## config.mk

```make
export PLATFORM = sky130hd
export DESIGN_NAME = http_response_framing_parser_core
export DESIGN_NICKNAME = d
export VERILOG_FILES = /design/src/sv/hrfp_pkg.sv /design/src/sv/hrfp_ctrl.sv /design/src/sv/hrfp_datapath.sv /design/src/sv/http_response_framing_parser_core.sv
export SDC_FILE = /design/constraint.sdc
export NUM_CORES = 1
export LEC_CHECK = 0
export ABC_AREA = 1
export BUFFER_PORTS_ARGS = -buffer_cell sky130_fd_sc_hd__buf_4
export CAP_MARGIN = 0
export CELL_PAD_IN_SITES_DETAIL_PLACEMENT = 1
export CELL_PAD_IN_SITES_GLOBAL_PLACEMENT = 1
export CORE_MARGIN = 3
export CORE_UTILIZATION = 50
export CTS_CLUSTER_DIAMETER = 200
export CTS_CLUSTER_SIZE = 40
export DETAILED_ROUTE_END_ITERATION = 16
export PLACE_DENSITY = 0.95
export SLEW_MARGIN = 20
export SYNTH_ARGS = -nofsm -noshare
export SYNTH_HDL_FRONTEND = slang
export SYNTH_SLANG_ARGS = --single-unit
```

## constraint.sdc

```tcl
create_clock -name clock -period 9.41 [get_ports clock]
set_input_delay 2.823 -clock clock [delete_from_list [all_inputs] [get_ports clock]]
set_output_delay 2.823 -clock clock [all_outputs]
set_load 0.005 [all_outputs]
```

## src/sv/hrfp_pkg.sv

```systemverilog
// Shared constants, types and helpers for the HTTP response framing parser.
package hrfp_pkg;

   localparam int MAX_LINE_DEFAULT = 256;
   localparam int POS_W = 13;

   localparam logic [1:0] OP_DATA    = 2'd0;
   localparam logic [1:0] OP_EOS     = 2'd1;
   localparam logic [1:0] OP_RESTART = 2'd2;

   localparam logic [2:0] PH_STATUS  = 3'd0;
   localparam logic [2:0] PH_HEADERS = 3'd1;
   localparam logic [2:0] PH_BODY    = 3'd2;
   localparam logic [2:0] PH_DONE    = 3'd3;
   localparam logic [2:0] PH_FAILED  = 3'd4;

   localparam logic [2:0] ERR_NONE      = 3'd0;
   localparam logic [2:0] ERR_STATUS    = 3'd1;
   localparam logic [2:0] ERR_ENCODING  = 3'd2;
   localparam logic [2:0] ERR_LINE_LONG = 3'd3;
   localparam logic [2:0] ERR_CHUNK     = 3'd4;
   localparam logic [2:0] ERR_TRUNCATED = 3'd5;

   localparam logic [31:0] LEN_UNKNOWN = 32'hFFFF_FFFF;

   // Header names of interest, lower case, in the low bytes with the first character highest.
   localparam int NUM_NAMES = 5;
   localparam int NAME_CL = 0;
   localparam int NAME_TE = 1;
   localparam logic [135:0] NAME_TEXT [NUM_NAMES] = '{
      136'("content-length"), 136'("transfer-encoding"), 136'("etag"),
      136'("last-modified"), 136'("location")};
   localparam logic [4:0] NAME_LEN [NUM_NAMES] = '{5'd14, 5'd17, 5'd4, 5'd13, 5'd8};
   localparam logic [135:0] TEXT_CHUNKED = 136'("chunked");
   localparam logic [39:0] TEXT_HTTP = "HTTP/";

   typedef struct packed {
      logic latch;
      logic exec;
   } hrfp_cmd_type;

   function automatic logic [7:0] fold(input logic [7:0] c);
      return (c >= 8'h41 && c <= 8'h5A) ? c + 8'd32 : c;
   endfunction

   // Character i of an n-character string held in the low bytes of s.
   function automatic logic [7:0] pick(input logic [135:0] s, input logic [4:0] n,
                                       input logic [4:0] i);
      logic [135:0] t;
      t = s >> {n - 5'd1 - i, 3'b000};
      return t[7:0];
   endfunction

endpackage

```

## src/sv/hrfp_ctrl.sv

```systemverilog
// Handshake controller: takes a beat, runs it through the datapath, holds the result.
module hrfp_ctrl (
   input  logic                  clock,
   input  logic                  reset,
   input  logic                  req_valid,
   output logic                  req_stall,
   output logic                  rsp_valid,
   input  logic                  rsp_stall,
   output hrfp_pkg::hrfp_cmd_type cmd
);

   typedef enum logic {ST_IDLE, ST_EXEC} state_type;

   state_type state_ff, state_in;
   logic      rsp_valid_ff, rsp_valid_in;

   always_comb begin
      state_in     = state_ff;
      rsp_valid_in = rsp_valid_ff;
      cmd          = '0;
      if (rsp_valid_ff && !rsp_stall) begin
         rsp_valid_in = 1'b0;
      end
      unique case (state_ff)
         ST_IDLE: begin
            if (req_valid) begin
               cmd.latch = 1'b1;
               state_in  = ST_EXEC;
            end
         end
         ST_EXEC: begin
            // The result register must be free, or emptied this cycle.
            if (!rsp_valid_ff || !rsp_stall) begin
               cmd.exec     = 1'b1;
               rsp_valid_in = 1'b1;
               state_in     = ST_IDLE;
            end
         end
      endcase
   end

   always_ff @(posedge clock) begin
      if (reset) begin
         state_ff     <= ST_IDLE;
         rsp_valid_ff <= 1'b0;
      end else begin
         state_ff     <= state_in;
         rsp_valid_ff <= rsp_valid_in;
      end
   end

   assign req_stall = (state_ff != ST_IDLE);
   assign rsp_valid = rsp_valid_ff;

endmodule

```

## src/sv/hrfp_datapath.sv

```systemverilog
// Parser datapath: line scanners, header decoding, body framing and result register.
module hrfp_datapath #(
   parameter int MAX_LINE = hrfp_pkg::MAX_LINE_DEFAULT
) (
   input  logic                   clock,
   input  logic                   reset,
   input  hrfp_pkg::hrfp_cmd_type cmd,
   input  logic [1:0]             req_operation,
   input  logic [7:0]             req_data_byte,
   output logic                   rsp_body_valid,
   output logic [7:0]             rsp_body_byte,
   output logic [2:0]             rsp_phase,
   output logic [2:0]             rsp_error_code,
   output logic [9:0]             rsp_status_code,
   output logic [31:0]            rsp_body_count
);

   localparam int LW = $clog2(MAX_LINE);
   localparam logic [LW-1:0] LINE_LAST = LW'(MAX_LINE - 1);
   localparam int NUM_NAMES_L = hrfp_pkg::NUM_NAMES;

   typedef enum logic [2:0] {SC_PRE, SC_SP, SC_DIG, SC_END, SC_BAD} scan_type;
   typedef enum logic [1:0] {CL_WS, CL_DIG, CL_STOP} clen_type;
   typedef enum logic [1:0] {TE_LEAD, TE_MATCH, TE_TRAIL, TE_BAD} tenc_type;
   typedef enum logic [2:0] {CK_SIZE, CK_EXT, CK_DATA, CK_DEND, CK_TRAILER} chunk_type;

   logic [1:0]  op_ff;
   logic [7:0]  c_ff;

   logic [2:0]  phase_ff, phase_in;
   logic [2:0]  error_ff, error_in;
   logic [9:0]  status_ff, status_in;
   logic [LW-1:0] len_ff, len_in;
   logic        ovf_ff, ovf_in;
   logic [31:0] decl_ff, decl_in;
   logic        chunked_ff, chunked_in;
   chunk_type   ck_ff, ck_in;
   logic [31:0] rem_ff, rem_in;
   logic        digit_ff, digit_in;
   logic        trail_empty_ff, trail_empty_in;
   logic [31:0] count_ff, count_in;

   logic        http_ok_ff, http_ok_in;
   scan_type    scan_ff, scan_in;
   logic [9:0]  sval_ff, sval_in;
   logic [NUM_NAMES_L-1:0] match_ff, match_in;
   clen_type    cl_ff, cl_in;
   logic        neg_ff, neg_in;
   logic [31:0] acc_ff, acc_in;
   tenc_type    te_ff, te_in;
   logic [2:0]  tek_ff, tek_in;

   logic        bv;
   logic        line_clear;
   logic        needed;
   logic [hrfp_pkg::POS_W-1:0] pos;
   logic [31:0] cnt_inc;
   logic [3:0]  dval;
   logic        is_dec, is_hex;
   logic [3:0]  hval;
   logic [13:0] stmp;
   logic [35:0] ctmp;
   logic        cl_ws, te_ws;
   logic [7:0]  fc;

   assign pos     = hrfp_pkg::POS_W'(len_ff);
   assign cnt_inc = count_ff + 32'd1;
   assign fc      = hrfp_pkg::fold(c_ff);
   assign is_dec  = (c_ff >= "0" && c_ff <= "9");
   assign dval    = c_ff[3:0];
   assign stmp    = 14'(sval_ff) * 14'd10 + 14'(dval);
   assign ctmp    = 36'(acc_ff) * 36'd10 + 36'(dval);
   assign cl_ws   = (c_ff == 8'd32 || c_ff == 8'd9 || c_ff == 8'd11 || c_ff == 8'd12);
   assign te_ws   = (c_ff == 8'd32 || c_ff == 8'd9);

   always_comb begin
      is_hex = 1'b1;
      hval   = 4'd0;
      if (is_dec) begin
         hval = c_ff[3:0];
      end else if (fc >= "a" && fc <= "f") begin
         hval = 4'(fc - "a" + 8'd10);
      end else begin
         is_hex = 1'b0;
      end
   end

   always_comb begin
      phase_in       = phase_ff;
      error_in       = error_ff;
      status_in      = status_ff;
      len_in         = len_ff;
      ovf_in         = ovf_ff;
      decl_in        = decl_ff;
      chunked_in     = chunked_ff;
      ck_in          = ck_ff;
      rem_in         = rem_ff;
      digit_in       = digit_ff;
      trail_empty_in = trail_empty_ff;
      count_in       = count_ff;
      http_ok_in     = http_ok_ff;
      scan_in        = scan_ff;
      sval_in        = sval_ff;
      match_in       = match_ff;
      cl_in          = cl_ff;
      neg_in         = neg_ff;
      acc_in         = acc_ff;
      te_in          = te_ff;
      tek_in         = tek_ff;
      bv             = 1'b0;
      line_clear     = 1'b0;
      needed         = 1'b0;

      if (op_ff == hrfp_pkg::OP_RESTART) begin
         phase_in       = hrfp_pkg::PH_STATUS;
         error_in       = hrfp_pkg::ERR_NONE;
         status_in      = '0;
         decl_in        = hrfp_pkg::LEN_UNKNOWN;
         chunked_in     = 1'b0;
         ck_in          = CK_SIZE;
         rem_in         = '0;
         digit_in       = 1'b0;
         trail_empty_in = 1'b1;
         count_in       = '0;
         line_clear     = 1'b1;
      end else if (phase_ff == hrfp_pkg::PH_STATUS || phase_ff == hrfp_pkg::PH_HEADERS ||
                   phase_ff == hrfp_pkg::PH_BODY) begin
         if (op_ff == hrfp_pkg::OP_EOS) begin
            if (phase_ff == hrfp_pkg::PH_BODY && decl_ff == hrfp_pkg::LEN_UNKNOWN &&
                !chunked_ff) begin
               phase_in = hrfp_pkg::PH_DONE;
            end else begin
               phase_in = hrfp_pkg::PH_FAILED;
               error_in = hrfp_pkg::ERR_TRUNCATED;
            end
         end else if (op_ff == hrfp_pkg::OP_DATA) begin
            if (phase_ff == hrfp_pkg::PH_BODY) begin
               if (chunked_ff) begin
                  unique case (ck_ff)
                     CK_DATA: begin
                        bv       = 1'b1;
                        count_in = cnt_inc;
                        rem_in   = rem_ff - 32'd1;
                        if (rem_ff == 32'd1) ck_in = CK_DEND;
                     end
                     CK_SIZE, CK_EXT: begin
                        if (ck_ff == CK_SIZE && is_hex) begin
                           if (rem_ff[31:28] != 4'd0) begin
                              phase_in = hrfp_pkg::PH_FAILED;
                              error_in = hrfp_pkg::ERR_CHUNK;
                           end else begin
                              rem_in   = {rem_ff[27:0], hval};
                              digit_in = 1'b1;
                           end
                        end else if (c_ff == 8'h0A) begin
                           if (!digit_ff) begin
                              phase_in = hrfp_pkg::PH_FAILED;
                              error_in = hrfp_pkg::ERR_CHUNK;
                           end else begin
                              digit_in = 1'b0;
                              if (rem_ff == 32'd0) begin
                                 ck_in          = CK_TRAILER;
                                 trail_empty_in = 1'b1;
                              end else begin
                                 ck_in = CK_DATA;
                              end
                           end
                        end else if (ck_ff == CK_SIZE) begin
                           if (c_ff == ";" || te_ws) begin
                              ck_in = CK_EXT;
                           end else if (c_ff != 8'h0D) begin
                              phase_in = hrfp_pkg::PH_FAILED;
                              error_in = hrfp_pkg::ERR_CHUNK;
                           end
                        end
                     end
                     CK_DEND: begin
                        if (c_ff == 8'h0A) begin
                           ck_in  = CK_SIZE;
                           rem_in = '0;
                        end else if (c_ff != 8'h0D) begin
                           phase_in = hrfp_pkg::PH_FAILED;
                           error_in = hrfp_pkg::ERR_CHUNK;
                        end
                     end
                     CK_TRAILER: begin
                        if (c_ff == 8'h0A) begin
                           if (trail_empty_ff) phase_in = hrfp_pkg::PH_DONE;
                           else trail_empty_in = 1'b1;
                        end else if (c_ff != 8'h0D) begin
                           trail_empty_in = 1'b0;
                        end
                     end
                     default: begin
                     end
                  endcase
               end else if (decl_ff != hrfp_pkg::LEN_UNKNOWN) begin
                  if (count_ff >= decl_ff) begin
                     phase_in = hrfp_pkg::PH_DONE;
                  end else begin
                     bv       = 1'b1;
                     count_in = cnt_inc;
                     if (cnt_inc >= decl_ff) phase_in = hrfp_pkg::PH_DONE;
                  end
               end else begin
                  bv       = 1'b1;
                  count_in = cnt_inc;
               end
            end else if (c_ff == 8'h0D) begin
               // Carriage returns never reach the line scanners.
            end else if (c_ff != 8'h0A) begin
               if (len_ff == LINE_LAST) begin
                  ovf_in = 1'b1;
               end else begin
                  len_in = len_ff + 1'b1;
                  // Status line scanner.
                  if (pos < 5) begin
                     if (c_ff != hrfp_pkg::pick(136'(hrfp_pkg::TEXT_HTTP), 5'd5, pos[4:0]))
                        http_ok_in = 1'b0;
                  end
                  // Only the first run of digits after the spaces counts.
                  unique case (scan_ff)
                     SC_PRE: if (c_ff == 8'd32) scan_in = SC_SP;
                     SC_SP: begin
                        if (is_dec) begin
                           scan_in = SC_DIG;
                           sval_in = 10'(dval);
                        end else if (c_ff != 8'd32) begin
                           scan_in = SC_BAD;
                        end
                     end
                     SC_DIG: begin
                        if (is_dec) sval_in = (stmp > 14'd1023) ? 10'd1023 : stmp[9:0];
                        else scan_in = SC_END;
                     end
                     SC_END: begin
                     end
                     SC_BAD: begin
                     end
                     default: begin
                     end
                  endcase
                  // Header name matching.
                  for (int k = 0; k < NUM_NAMES_L; k++) begin
                     if (pos < hrfp_pkg::POS_W'(hrfp_pkg::NAME_LEN[k])) begin
                        if (fc != hrfp_pkg::pick(hrfp_pkg::NAME_TEXT[k], hrfp_pkg::NAME_LEN[k],
                                                 pos[4:0]))
                           match_in[k] = 1'b0;
                     end else if (pos == hrfp_pkg::POS_W'(hrfp_pkg::NAME_LEN[k])) begin
                        if (c_ff != ":") match_in[k] = 1'b0;
                     end
                  end
                  // Content-Length value.
                  if (pos >= 15) begin
                     unique case (cl_ff)
                        CL_WS: begin
                           if (c_ff == "+" || c_ff == "-") begin
                              neg_in = (c_ff == "-");
                              cl_in  = CL_DIG;
                           end else if (is_dec) begin
                              acc_in = 32'(dval);
                              cl_in  = CL_DIG;
                           end else if (!cl_ws) begin
                              cl_in = CL_STOP;
                           end
                        end
                        CL_DIG: begin
                           if (is_dec) begin
                              acc_in = (ctmp > 36'h0_8000_0000) ? 32'h8000_0000 : ctmp[31:0];
                           end else begin
                              cl_in = CL_STOP;
                           end
                        end
                        default: begin
                        end
                     endcase
                  end
                  // Transfer-Encoding value.
                  if (pos >= 18) begin
                     unique case (te_ff)
                        TE_LEAD: begin
                           if (fc == "c") begin
                              te_in  = TE_MATCH;
                              tek_in = 3'd1;
                           end else if (!te_ws) begin
                              te_in = TE_BAD;
                           end
                        end
                        TE_MATCH: begin
                           if (tek_ff == 3'd7) begin
                              te_in = te_ws ? TE_TRAIL : TE_BAD;
                           end else if (fc == hrfp_pkg::pick(hrfp_pkg::TEXT_CHUNKED, 5'd7,
                                                             {2'b00, tek_ff})) begin
                              tek_in = tek_ff + 3'd1;
                           end else begin
                              te_in = TE_BAD;
                           end
                        end
                        TE_TRAIL: if (!te_ws) te_in = TE_BAD;
                        TE_BAD: begin
                        end
                     endcase
                  end
               end
            end else begin
               // End of line.
               line_clear = 1'b1;
               if (ovf_ff) begin
                  needed = (phase_ff == hrfp_pkg::PH_STATUS);
                  for (int k = 0; k < NUM_NAMES_L; k++) begin
                     if (match_ff[k] && pos > hrfp_pkg::POS_W'(hrfp_pkg::NAME_LEN[k]))
                        needed = 1'b1;
                  end
                  if (needed) begin
                     phase_in = hrfp_pkg::PH_FAILED;
                     error_in = hrfp_pkg::ERR_LINE_LONG;
                  end
               end else if (phase_ff == hrfp_pkg::PH_STATUS) begin
                  if (!http_ok_ff || pos < 5 || (scan_ff != SC_DIG && scan_ff != SC_END)) begin
                     phase_in = hrfp_pkg::PH_FAILED;
                     error_in = hrfp_pkg::ERR_STATUS;
                  end else begin
                     status_in = sval_ff;
                     if (sval_ff < 10'd100 || sval_ff > 10'd599) begin
                        phase_in = hrfp_pkg::PH_FAILED;
                        error_in = hrfp_pkg::ERR_STATUS;
                     end else begin
                        phase_in = hrfp_pkg::PH_HEADERS;
                     end
                  end
               end else if (pos == 0) begin
                  if (status_ff == 10'd304 || status_ff == 10'd204 ||
                      (!chunked_ff && decl_ff == 32'd0))
                     phase_in = hrfp_pkg::PH_DONE;
                  else
                     phase_in = hrfp_pkg::PH_BODY;
               end else if (match_ff[hrfp_pkg::NAME_CL] && pos >= 15) begin
                  if (neg_ff && acc_ff != 32'd0) decl_in = hrfp_pkg::LEN_UNKNOWN;
                  else decl_in = acc_ff[31] ? 32'h7FFF_FFFF : acc_ff;
               end else if (match_ff[hrfp_pkg::NAME_TE] && pos >= 18) begin
                  if ((te_ff == TE_MATCH && tek_ff == 3'd7) || te_ff == TE_TRAIL) begin
                     chunked_in = 1'b1;
                  end else begin
                     phase_in = hrfp_pkg::PH_FAILED;
                     error_in = hrfp_pkg::ERR_ENCODING;
                  end
               end
            end
         end
      end

      if (line_clear) begin
         len_in     = '0;
         ovf_in     = 1'b0;
         http_ok_in = 1'b1;
         scan_in    = SC_PRE;
         sval_in    = '0;
         match_in   = '1;
         cl_in      = CL_WS;
         neg_in     = 1'b0;
         acc_in     = '0;
         te_in      = TE_LEAD;
         tek_in     = '0;
      end
   end

   always_ff @(posedge clock) begin
      if (cmd.latch) begin
         op_ff <= req_operation;
         c_ff  <= req_data_byte;
      end
      if (cmd.exec) begin
         rsp_body_valid  <= bv;
         rsp_body_byte   <= bv ? c_ff : 8'd0;
         rsp_phase       <= phase_in;
         rsp_error_code  <= error_in;
         rsp_status_code <= status_in;
         rsp_body_count  <= count_in;
      end
      if (reset) begin
         phase_ff       <= hrfp_pkg::PH_STATUS;
         error_ff       <= hrfp_pkg::ERR_NONE;
         status_ff      <= '0;
         len_ff         <= '0;
         ovf_ff         <= 1'b0;
         decl_ff        <= hrfp_pkg::LEN_UNKNOWN;
         chunked_ff     <= 1'b0;
         ck_ff          <= CK_SIZE;
         rem_ff         <= '0;
         digit_ff       <= 1'b0;
         trail_empty_ff <= 1'b1;
         count_ff       <= '0;
         http_ok_ff     <= 1'b1;
         scan_ff        <= SC_PRE;
         sval_ff        <= '0;
         match_ff       <= '1;
         cl_ff          <= CL_WS;
         neg_ff         <= 1'b0;
         acc_ff         <= '0;
         te_ff          <= TE_LEAD;
         tek_ff         <= '0;
      end else if (cmd.exec) begin
         phase_ff       <= phase_in;
         error_ff       <= error_in;
         status_ff      <= status_in;
         len_ff         <= len_in;
         ovf_ff         <= ovf_in;
         decl_ff        <= decl_in;
         chunked_ff     <= chunked_in;
         ck_ff          <= ck_in;
         rem_ff         <= rem_in;
         digit_ff       <= digit_in;
         trail_empty_ff <= trail_empty_in;
         count_ff       <= count_in;
         http_ok_ff     <= http_ok_in;
         scan_ff        <= scan_in;
         sval_ff        <= sval_in;
         match_ff       <= match_in;
         cl_ff          <= cl_in;
         neg_ff         <= neg_in;
         acc_ff         <= acc_in;
         te_ff          <= te_in;
         tek_ff         <= tek_in;
      end
   end

endmodule

```

## src/sv/http_response_framing_parser_core.sv

```systemverilog
// Top level of the HTTP/1.1 response framing parser.
// Each request beat (a byte, end of stream or restart) is first captured; then the
// datapath updates the parser state and loads the result register, once that register
// is free or being emptied, and no new beat is taken before then. Header lines are
// decoded on the fly as their bytes arrive, so the closing line feed is handled like any
// other byte. Every request beat yields exactly one result beat; a waiting result does not
// stop the next request from being captured. Lines longer than MAX_LINE-1 bytes keep only
// their first MAX_LINE-1 bytes; a status or matched header line that overflows fails.
module http_response_framing_parser_core #(
   parameter int MAX_LINE = hrfp_pkg::MAX_LINE_DEFAULT
) (
   input  logic        clock,
   input  logic        reset,
   input  logic        req_valid,
   output logic        req_stall,
   input  logic [1:0]  req_operation,
   input  logic [7:0]  req_data_byte,
   output logic        rsp_valid,
   input  logic        rsp_stall,
   output logic        rsp_body_valid,
   output logic [7:0]  rsp_body_byte,
   output logic [2:0]  rsp_phase,
   output logic [2:0]  rsp_error_code,
   output logic [9:0]  rsp_status_code,
   output logic [31:0] rsp_body_count
);

   hrfp_pkg::hrfp_cmd_type cmd;

   hrfp_ctrl u_ctrl (
      .clock     (clock),
      .reset     (reset),
      .req_valid (req_valid),
      .req_stall (req_stall),
      .rsp_valid (rsp_valid),
      .rsp_stall (rsp_stall),
      .cmd       (cmd)
   );

   hrfp_datapath #(.MAX_LINE(MAX_LINE)) u_datapath (
      .clock           (clock),
      .reset           (reset),
      .cmd             (cmd),
      .req_operation   (req_operation),
      .req_data_byte   (req_data_byte),
      .rsp_body_valid  (rsp_body_valid),
      .rsp_body_byte   (rsp_body_byte),
      .rsp_phase       (rsp_phase),
      .rsp_error_code  (rsp_error_code),
      .rsp_status_code (rsp_status_code),
      .rsp_body_count  (rsp_body_count)
   );

endmodule

```

; ---- Yosys cells after proc, flatten, opt, wreduce, memory -nomap -nowiden
; Index checks and enable logic that the tools add are counted.
; Widths: inputs -> output; s select.
[totals]
input_bits = 14
elab_cells = 633
output_inout_bits = 59
reg_bits = 255
[op_classes]
n_mul = 2
n_reduce_logical = 105
n_addsub = 16
n_bitwise = 1
eq_ne = 93
n_shift = 7
magnitude_cmp = 25
mux = 349
[ops]
columns = operator, count
row1 = $mux 32, 44
row2 = $mux 3, 97
row3 = $mux 10, 22
row4 = $shr 135x8->8 const A, 1
row5 = $mux 1, 124
row6 = $shr 111x8->8 const A, 1
row7 = $reduce_and 12->1, 9
row8 = $shr 103x8->8 const A, 1
row9 = $pmux 32 s3, 1
row10 = $mux 8, 10
row11 = $eq 8x4->1 const B, 8
row12 = $ge 32x32->1, 2
row13 = $logic_not 32->1, 2
row14 = $pmux 32 s2, 1
row15 = $shr 63x8->8 const A, 1
row16 = $mux 2, 28
row17 = $shr 55x8->8 const A, 1
row18 = $reduce_and 13->1, 4
row19 = $ne 8x8->1, 6
row20 = $mux 5, 9
row21 = $reduce_bool 3->1, 15
row22 = $ne 3x2->1 const B, 14
row23 = $ne 3x1->1 const B, 13
row24 = $shr 39x8->8 const A, 1
row25 = other kinds (79), 183

; ---- Depth between registers and ports, before layout
; Gate-level depths: netlist of run 1.
[logic_depth]
depth_word = 24
ltp_mapped = 28
mapped_depth_nobuf = 28

; ---- Hierarchy
; From an unflattened synthesis of run 1, not the netlist that was laid out.
[hier_totals]
hier_cells = 3361
area_unflattened_um2 = 22201.3
[modules_own_cells]
columns = module, instances, cells_each, area_each_um2, seq_area_each_um2
row1 = hrfp_datapath, 1, 3351, 22121.2, 5735.5
row2 = hrfp_ctrl, 1, 10, 80.1, 40.0

; ---- Least setup slack after synthesis of run 1
; Ideal clock, no wire load.
[synth_timing]
kind = input-to-reg
from = input port rsp_stall
to = register u_datapath.count_ff[13]
setup_time_ns = 0.128
t_arrival_ns = 5.065
path_stages = 7
slack_ns = 4.216
cell_sequence = nand2_1 nand2_1 inv_1 nor2_1 inv_1 clkbuf_1 o22ai_1
[synth_lines]
columns = element, line
row1 = "start, declared", http_response_framing_parser_core.sv:19  ; input logic rsp_stall,
row2 = "end signal, assigned", hrfp_datapath.sv:414  ; count_ff <= count_in;
row3 = "end, declared", hrfp_datapath.sv:41  ; logic [31:0] count_ff, count_in;

; ---- Worst setup path in the final report of run 1
[layout_timing]
from = input port rsp_stall
to = register u_datapath.rem_ff[18]
[layout_between]
elab_chain_cells = 5
[layout_lines]
columns = element, line
row1 = $logic_not 1->1, hrfp_ctrl.sv:33  ; if (!rsp_valid_ff || !rsp_stall) begin
row2 = $logic_or 1x1->1, hrfp_ctrl.sv:33
row3 = $mux 1, hrfp_ctrl.sv:33
row4 = $mux 1, hrfp_ctrl.sv:24  ; unique case (state_ff)
row5 = $reduce_and 10->1 (no line), --
row6 = "end signal, assigned", hrfp_datapath.sv:411  ; rem_ff <= rem_in;
row7 = "end, declared", hrfp_datapath.sv:38  ; logic [31:0] rem_ff, rem_in;
; No other way between the ends.
; A chain may end at the register's enable or synchronous reset.

==> reports/metrics.csv, run 1 <==
metric,value,unit
status,"finished, final reports clean",
post-synthesis mux area share,0,%
switching power total,655.2,uW
TritonCTS clock tree,built,
initial antenna violation count,1,
Reg2Reg Depth,17,
RSZ-0062 raised after global routing,no,
yosys warns,0,
critical path class,in2reg,
most frequent cells in the layout,"799 x nand2_1, 419 x inv_1, 310 x nor2_1",
Layout Nets,3576,
TritonRoute pass-1 iters,7,
switching share of power,30.59,%
Static Leak,10.99,nW
CTS max path bufs,3,
Synth top area share,16.91,%
fin area,23610,sq um
Site Rows,76,
Worst Path Arrival,5.67,ns
"commonest non-fill, non-tap cell in the layout",nand2_1,
register bit count reported by yosys,255,
Post CTS Setup Buffer Count,0,
adder-cell share of the synthesized area,10.93,%
Comb pwr share,16.5,%
CP top delay family,simple AND/OR/NAND/NOR gates,
# setup viols final,0,
RR Endpoint,u_datapath.acc_ff[17],
slew margin rel.,34.37,%
Max VDD drop,0.0001147,V
Syn Area/Cell,6.623,sq um
Resized Gates After CTS,0,
Internal,1.487,mW
initial cell density of the core,51.11,%
Main synth FF type,dfxtp_1,
Finished Layout Cells,3959,
worst-path cell chain,buf_4 -> nand2_1 -> nand2_1 -> nor2_1 -> inv_1 -> a21oi_1 -> inv_1 -> a211oi_1 -> nand2_2 -> inv_2 -> nor2_1 -> a211oi_1,
"area leader, netlist",dfxtp_1,
global-route wire length before repair,131.7,mm
Flop pwr share,55.1,%
final worst path period share,55.78,%
# hold bufs at CTS,0,
pwr/cell area,90.73,nW/um^2
Syn Inst Count,3361,
HPWL after DPL,64.21,mm
Critical Path RT,9.83,ns
register area share after synthesis,25.95,%
die width,217.0,um
largest family of logic cells by synthesized area,simple AND/OR/NAND/NOR gates,
placed cell count,3943,
Die ar.,47080,sq um
Synth cell types,66,
largest net degree at the start of global routing,62,
xor/xnor share of the synthesized area,3.412,%
layout cells sized above 1,7.617,%
root buf cell,clkbuf_16,
worst hold path type,reg2reg,
Core Area,43550,sq um
Hold Path End,u_datapath.match_ff[2],
I/O pin count,73,
Final Hold Viols,0,
Synth Area in Simple Gates,31.68,%
DR iter-0 viols,2209,
area growth from synthesis to layout,6.071,%
"EDFF count, synth",67,
vias in the first global route,25320,
clk_skew,0.06892,ns
Fin Setup TNS,0,ns
worst stage delay on the critical path,0.63,ns
CP max FO,35,
Post-DP Area,23290,sq um
Max Slew Vio Count,0,
Worst path slowest cell,inv_2,
GRT overflow,0,
mapped cell area,22260,sq um
remaining antenna violation count,0,
Antenna diodes,0,
"setup slack, reg-to-reg",4.19,ns
GRT Util Overall,33.79,%
port bufs,72,
largest cells by area after synthesis,"dfxtp_1 17%, nand2_1 13%, ha_1 11%, edfxtp_1 9.0%, inv_1 7.1%",
Hold WS,0.4896,ns
worst-margin pin slew,0.9834,ns
post-place setup slack,3.496,ns
compound-cell area share of the yosys netlist,18.30,%
Bufs and invs on worst path,4,
clock-pin slew on the worst setup and hold paths,0.18,ns
Vias,24450,
clock power share,28.4,%
total wire length,82.41,mm
WL/cell,20.82,um
Final WS setup,4.161,ns
Vias per Instance,6.176,
Hold Crit Start,u_datapath.match_ff[2],
Max Cap Viol,0,
Num CTS Buffers,10,
post-layout util,54.21,%
Placer Congestion,0.9833,
fmax,190.5,MHz
Skew-Pair Late Insertion Delay,0.55,ns
async set or reset register ratio after synthesis,0,%
Die Span Y,217.0,um
Total Power,2.142,mW
post-synth net total,3567,
drc violations,0,
CTS H-tree depth,1,
Critical Path End Type,flop,
worst hold stages,2,
Worst setup SP type,input port,
R2R Path Start,u_datapath.c_ff[4],
Clock Sinks,255,
Tmin final,5.249,ns
## power groups by stage
stage               Sequential (mW)  Combinational (mW)  Clock [mW]
floorplan                      1.19               0.225           0
global placement               1.20               0.320           0
detailed placement             1.20               0.342           0
CTS                            1.18               0.345       0.605
global route                   1.18               0.387       0.642
finish                         1.18               0.354       0.608
## how the worst max path moves through the flow
stage / from / endpoint / cells past startpoint
floorplan: rsp_stall / u_datapath.count_ff[13] / 7
global placement: rsp_stall / u_datapath.rem_ff[31] / 12
detailed placement: rsp_stall / u_datapath.rem_ff[30] / 12
CTS: rsp_stall / u_datapath.rem_ff[18] / 12
global route: u_datapath.decl_ff[29] / u_datapath.count_ff[0] / 16
finish: rsp_stall / u_datapath.rem_ff[18] / 12
## area by class of cell
class | instances | area, sq um
clock buffer | 15 | 290.3
fill | 5956 | 19940
inverter | 474 | 1779
clock inverter | 1 | 30.03
tap | 585 | 732.0
multi-input combinational | 2541 | 14340
timing repair buffer | 88 | 660.6
sequential | 255 | 5776
## synthesized netlist by cell type, types with 5 or more instances
| cell type | count |
|---|---|
| nor2_1 | 315 |
| o21a_1 | 7 |
| or2_2 | 10 |
| inv_1 | 420 |
| xnor2_1 | 10 |
| clkbuf_1 | 76 |
| nor3b_1 | 6 |
| o221ai_1 | 19 |
| o21ai_1 | 6 |
| nand4_1 | 92 |
| buf_2 | 6 |
| o22ai_1 | 11 |
| o21ai_0 | 230 |
| clkinv_1 | 14 |
| nand2_2 | 30 |
| nand3_2 | 14 |
| o211ai_1 | 60 |
| nor2_2 | 18 |
| nand3b_1 | 8 |
| nor4_1 | 36 |
| a31oi_1 | 26 |
| xor2_1 | 73 |
| nor2_4 | 13 |
| o311ai_0 | 5 |
| ha_1 | 188 |
| a211oi_1 | 39 |
| nor3_1 | 53 |
| nand3_1 | 157 |
| o2111ai_1 | 5 |
| a21oi_1 | 218 |
| a221oi_1 | 11 |
| edfxtp_1 | 67 |
| dfxtp_1 | 188 |
| inv_2 | 40 |
| nand2_1 | 800 |
| o31ai_1 | 26 |
## state kept, by name (all words and copies together) (netlist names), 10 cells and up
name / cells
u_datapath.acc_ff: 32
u_datapath.count_ff: 32
u_datapath.decl_ff: 32
u_datapath.rem_ff: 32
u_datapath.rsp_body_count: 32
u_datapath.rsp_status_code: 10
u_datapath.status_ff: 10
u_datapath.sval_ff: 10
## layer usage
layer / vias to the layer above / wire length (um) / track usage (%)
met5: - / 13 / 0
li1: 11320 / - / -
met3: 261 / 4715 / 2.876
met1: 11890 / 34210 / 42.22
met2: 973 / 39940 / 59.79
met4: 2 / 3535 / 14.39
## worst register-to-register path: cells and delay by family (launching register included)
family,cells,cell delay (ns)
compound gates,2,0.45
buf+inv,5,1.43
flops,1,0.69
simple gates,10,2.49
## logic make-up after synthesis
group / count (synthesis)
adder cells (fa/ha/maj): 192
AND/OR/NAND/NOR: 1575
buffers and inverters: 565
flip-flops: 255
XOR/XNOR: 85
AO/OA/AOI/OAI: 689
(Power assumes the default switching activity.)
==> run 2: changes to the inputs <==
Settings changed: ABC_AREA 1 to 0, CORE_UTILIZATION 50 to 48, PLACE_DENSITY 0.95 to 0.9.
Clock period 9.41 ns to 5.25 ns, I/O delays scaled along.
==> reports/metrics.csv, run 2 <==
metric,value,unit,change
status,"finished, final reports clean",,
Vias,21530,,-12%
Syn Area/Cell,7.798,sq um,+18%
Num CTS Buffers,10,,unchanged
"EDFF count, synth",67,,unchanged
Syn Inst Count,2710,,-19%
Worst setup SP type,flop,,
clk_skew,0.03627,ns,-0.03266 ns
post-place setup slack,0.08968,ns,-3.406 ns
fmax,198.2,MHz,
vias in the first global route,21890,,-14%
Tmin final,5.044,ns,
Skew-Pair Late Insertion Delay,0.53,ns,-0.02 ns
Synth top area share,17.81,%,+0.90 points
yosys warns,0,,unchanged
Layout Nets,2908,,-19%
remaining antenna violation count,0,,unchanged
pwr/cell area,163.2,nW/um^2,+80%
Vias per Instance,6.542,,+5.9%
"area leader, netlist",dfxtp_1,,
GRT Util Overall,30.07,%,-3.7 points
Placer Congestion,0.9330,,-5.1%
Synth cell types,99,,+50%
root buf cell,clkbuf_16,,
DR iter-0 viols,1661,,-25%
CP max FO,26,,-26%
"commonest non-fill, non-tap cell in the layout",nand2_1,,
worst hold path type,reg2reg,,
layout cells sized above 1,8.278,%,+0.66 points
Critical Path RT,5.64,ns,-4.19 ns
Max Slew Vio Count,0,,unchanged
TritonCTS clock tree,built,,
Site Rows,76,,unchanged
final worst path period share,96.08,%,
async set or reset register ratio after synthesis,0,%,unchanged
WL/cell,22.40,um,+7.6%
most frequent cells in the layout,"271 x nand2_1, 245 x nor2_1, 232 x a21oi_1",,
GRT overflow,0,,unchanged
Max Cap Viol,0,,unchanged
mapped cell area,21130,sq um,-5.1%
# setup viols final,0,,unchanged
Final Hold Viols,0,,unchanged
"count leader, synth",nand2_1,,
CTS H-tree depth,1,,unchanged
TritonRoute pass-1 iters,5,,-2
clock-pin slew on the worst setup and hold paths,0.16,ns,-0.02 ns
Core Area,43270,sq um,-0.66%
Clock Sinks,255,,unchanged
Critical Path End Type,flop,,
Main synth FF type,dfxtp_1,,
port bufs,72,,unchanged
register area share after synthesis,27.33,%,+1.4 points
post-synth net total,2916,,-18%
global-route wire length before repair,116.9,mm,-11%
critical path class,reg2reg,,
worst-margin pin slew,1.023,ns,+0.03961 ns
largest cells by area after synthesis,"dfxtp_1 18%, ha_1 11%, edfxtp_1 9.5%, a21oi_1 5.5%, xnor2_1 5.2%",,
HPWL after DPL,55.45,mm,-14%
CTS max path bufs,3,,unchanged
drc violations,0,,unchanged
Worst Path Arrival,5.44,ns,-0.23 ns
Max VDD drop,0.0001952,V,+70%
Post CTS Setup Buffer Count,0,,unchanged
Antenna diodes,0,,unchanged
Die Span Y,215.8,um,-0.54%
register bit count reported by yosys,255,,unchanged
largest net degree at the start of global routing,65,,+4.8%
slew margin rel.,31.17,%,-3.2 points
I/O pin count,73,,unchanged
total wire length,73.72,mm,-11%
Post-synth top cells,"272 x nand2_1, 246 x nor2_1, 232 x a21oi_1",,
initial antenna violation count,1,,unchanged
Die ar.,46580,sq um,-1.1%
Static Leak,9.592,nW,-13%
die width,215.8,um,-0.54%
fin area,22710,sq um,-3.8%
area growth from synthesis to layout,7.449,%,
initial cell density of the core,48.84,%,-2.3 points
Final WS setup,0.2057,ns,-3.955 ns
Post-DP Area,22300,sq um,-4.2%
[run 2: changes by cell type after synthesis, moves of 46 or more]
| cell | change |
|---|---|
| nand2_1 | -528 |
| inv_1 | -316 |
| xnor2_1 | +116 |
| nand3_1 | -79 |
| o21ai_0 | -79 |
| nor2_1 | -69 |
| clkbuf_1 | +58 |
| nand2b_1 | +47 |
| a21o_1 | +46 |
[run 2: final timing paths]
kind	start	slack (ns)	cells after the start	to
hold / removal	u_datapath.match_ff[4]	0.48	2	u_datapath.match_ff[4]
setup reg to reg	u_datapath.acc_ff[3]	0.21	17	u_datapath.acc_ff[22]
setup / recovery	u_datapath.acc_ff[3]	0.21	17	u_datapath.acc_ff[22]
hold reg to reg	u_datapath.match_ff[4]	0.48	2	u_datapath.match_ff[4]
[run 2: where the power goes]
group	switching [mW]	total, mW	leakage (nW)	internal (mW)
clock	0.691	1.09	0.152	0.404
combinational	0.329	0.506	7.29	0.177
sequential	0.0404	2.10	2.15	2.06
[run 2: stage by stage]
step	hold slack, ns	total power [mW]	setup TNS [ns]	cells	utilization [%]
floorplan	0.4251	2.444	0	2710	-
global placement	0.4352	2.614	0	3275	51.54
detailed placement	0.4508	2.641	0	3275	51.54
CTS	0.4712	3.707	0	3291	52.29
global route	0.4892	3.818	-0.03867	3291	52.48
finish	0.4774	3.706	0	3291	52.48
[run 2: logic make-up after synthesis]
kind of cell               after synthesis  synth area share [%]
xor gates and xnor gates               174                 7.247
DFF                                    255                 27.33
AOI/OAI and AO/OA                      796                 23.94
muxes                                   31                 1.628
adders and majority gates              192                 11.51
and+or+nand+nor                        988                 23.27
buffers and inverters                  274                 5.074
[run 2: per-layer routing]
metal,up-vias,GRT usage [%],part of all wire (%)
met5,-,0,0.016
met4,2,9.407,3.0
met3,154,2.816,5.7
met2,712,51.57,48
met1,10790,40.09,44
li1,9869,-,-
[run 2: area by class of cell]
cell class	count	area [sq um]
Sequential cell	255	5777
Tap cell	585	732.0
Timing Repair Buffer	141	1062
Clock inverter	1	30.03
Inverter	113	425.4
Fill cell	5333	20560
Multi-Input combinational cell	2181	14390
Clock buffer	15	290.3
[run 2: timing repair]
action / CTS / global route
hold buffers: 0 / 0
pin swaps: 0 / 1
resized for setup: 1 / 13
endpoints found under the setup margin: 2 / 30
[run 2: critical path, cell delays in order (launching register included)]
cell and delay [ns]:
dfxtp_2 0.38, ha_1 0.28, ha_1 0.26, fa_2 0.41, a211o_1 0.36, a221o_1 0.43, o211ai_2 0.21, o311ai_2 0.15
buf_4 0.20, nand3b_2 0.29, nor4_4 0.29, nand4_2 0.24, or4_4 0.50, nor2b_1 0.17, o211a_1 0.31, nand3_2 0.10
buf_6 0.22, o21ai_1 0.10
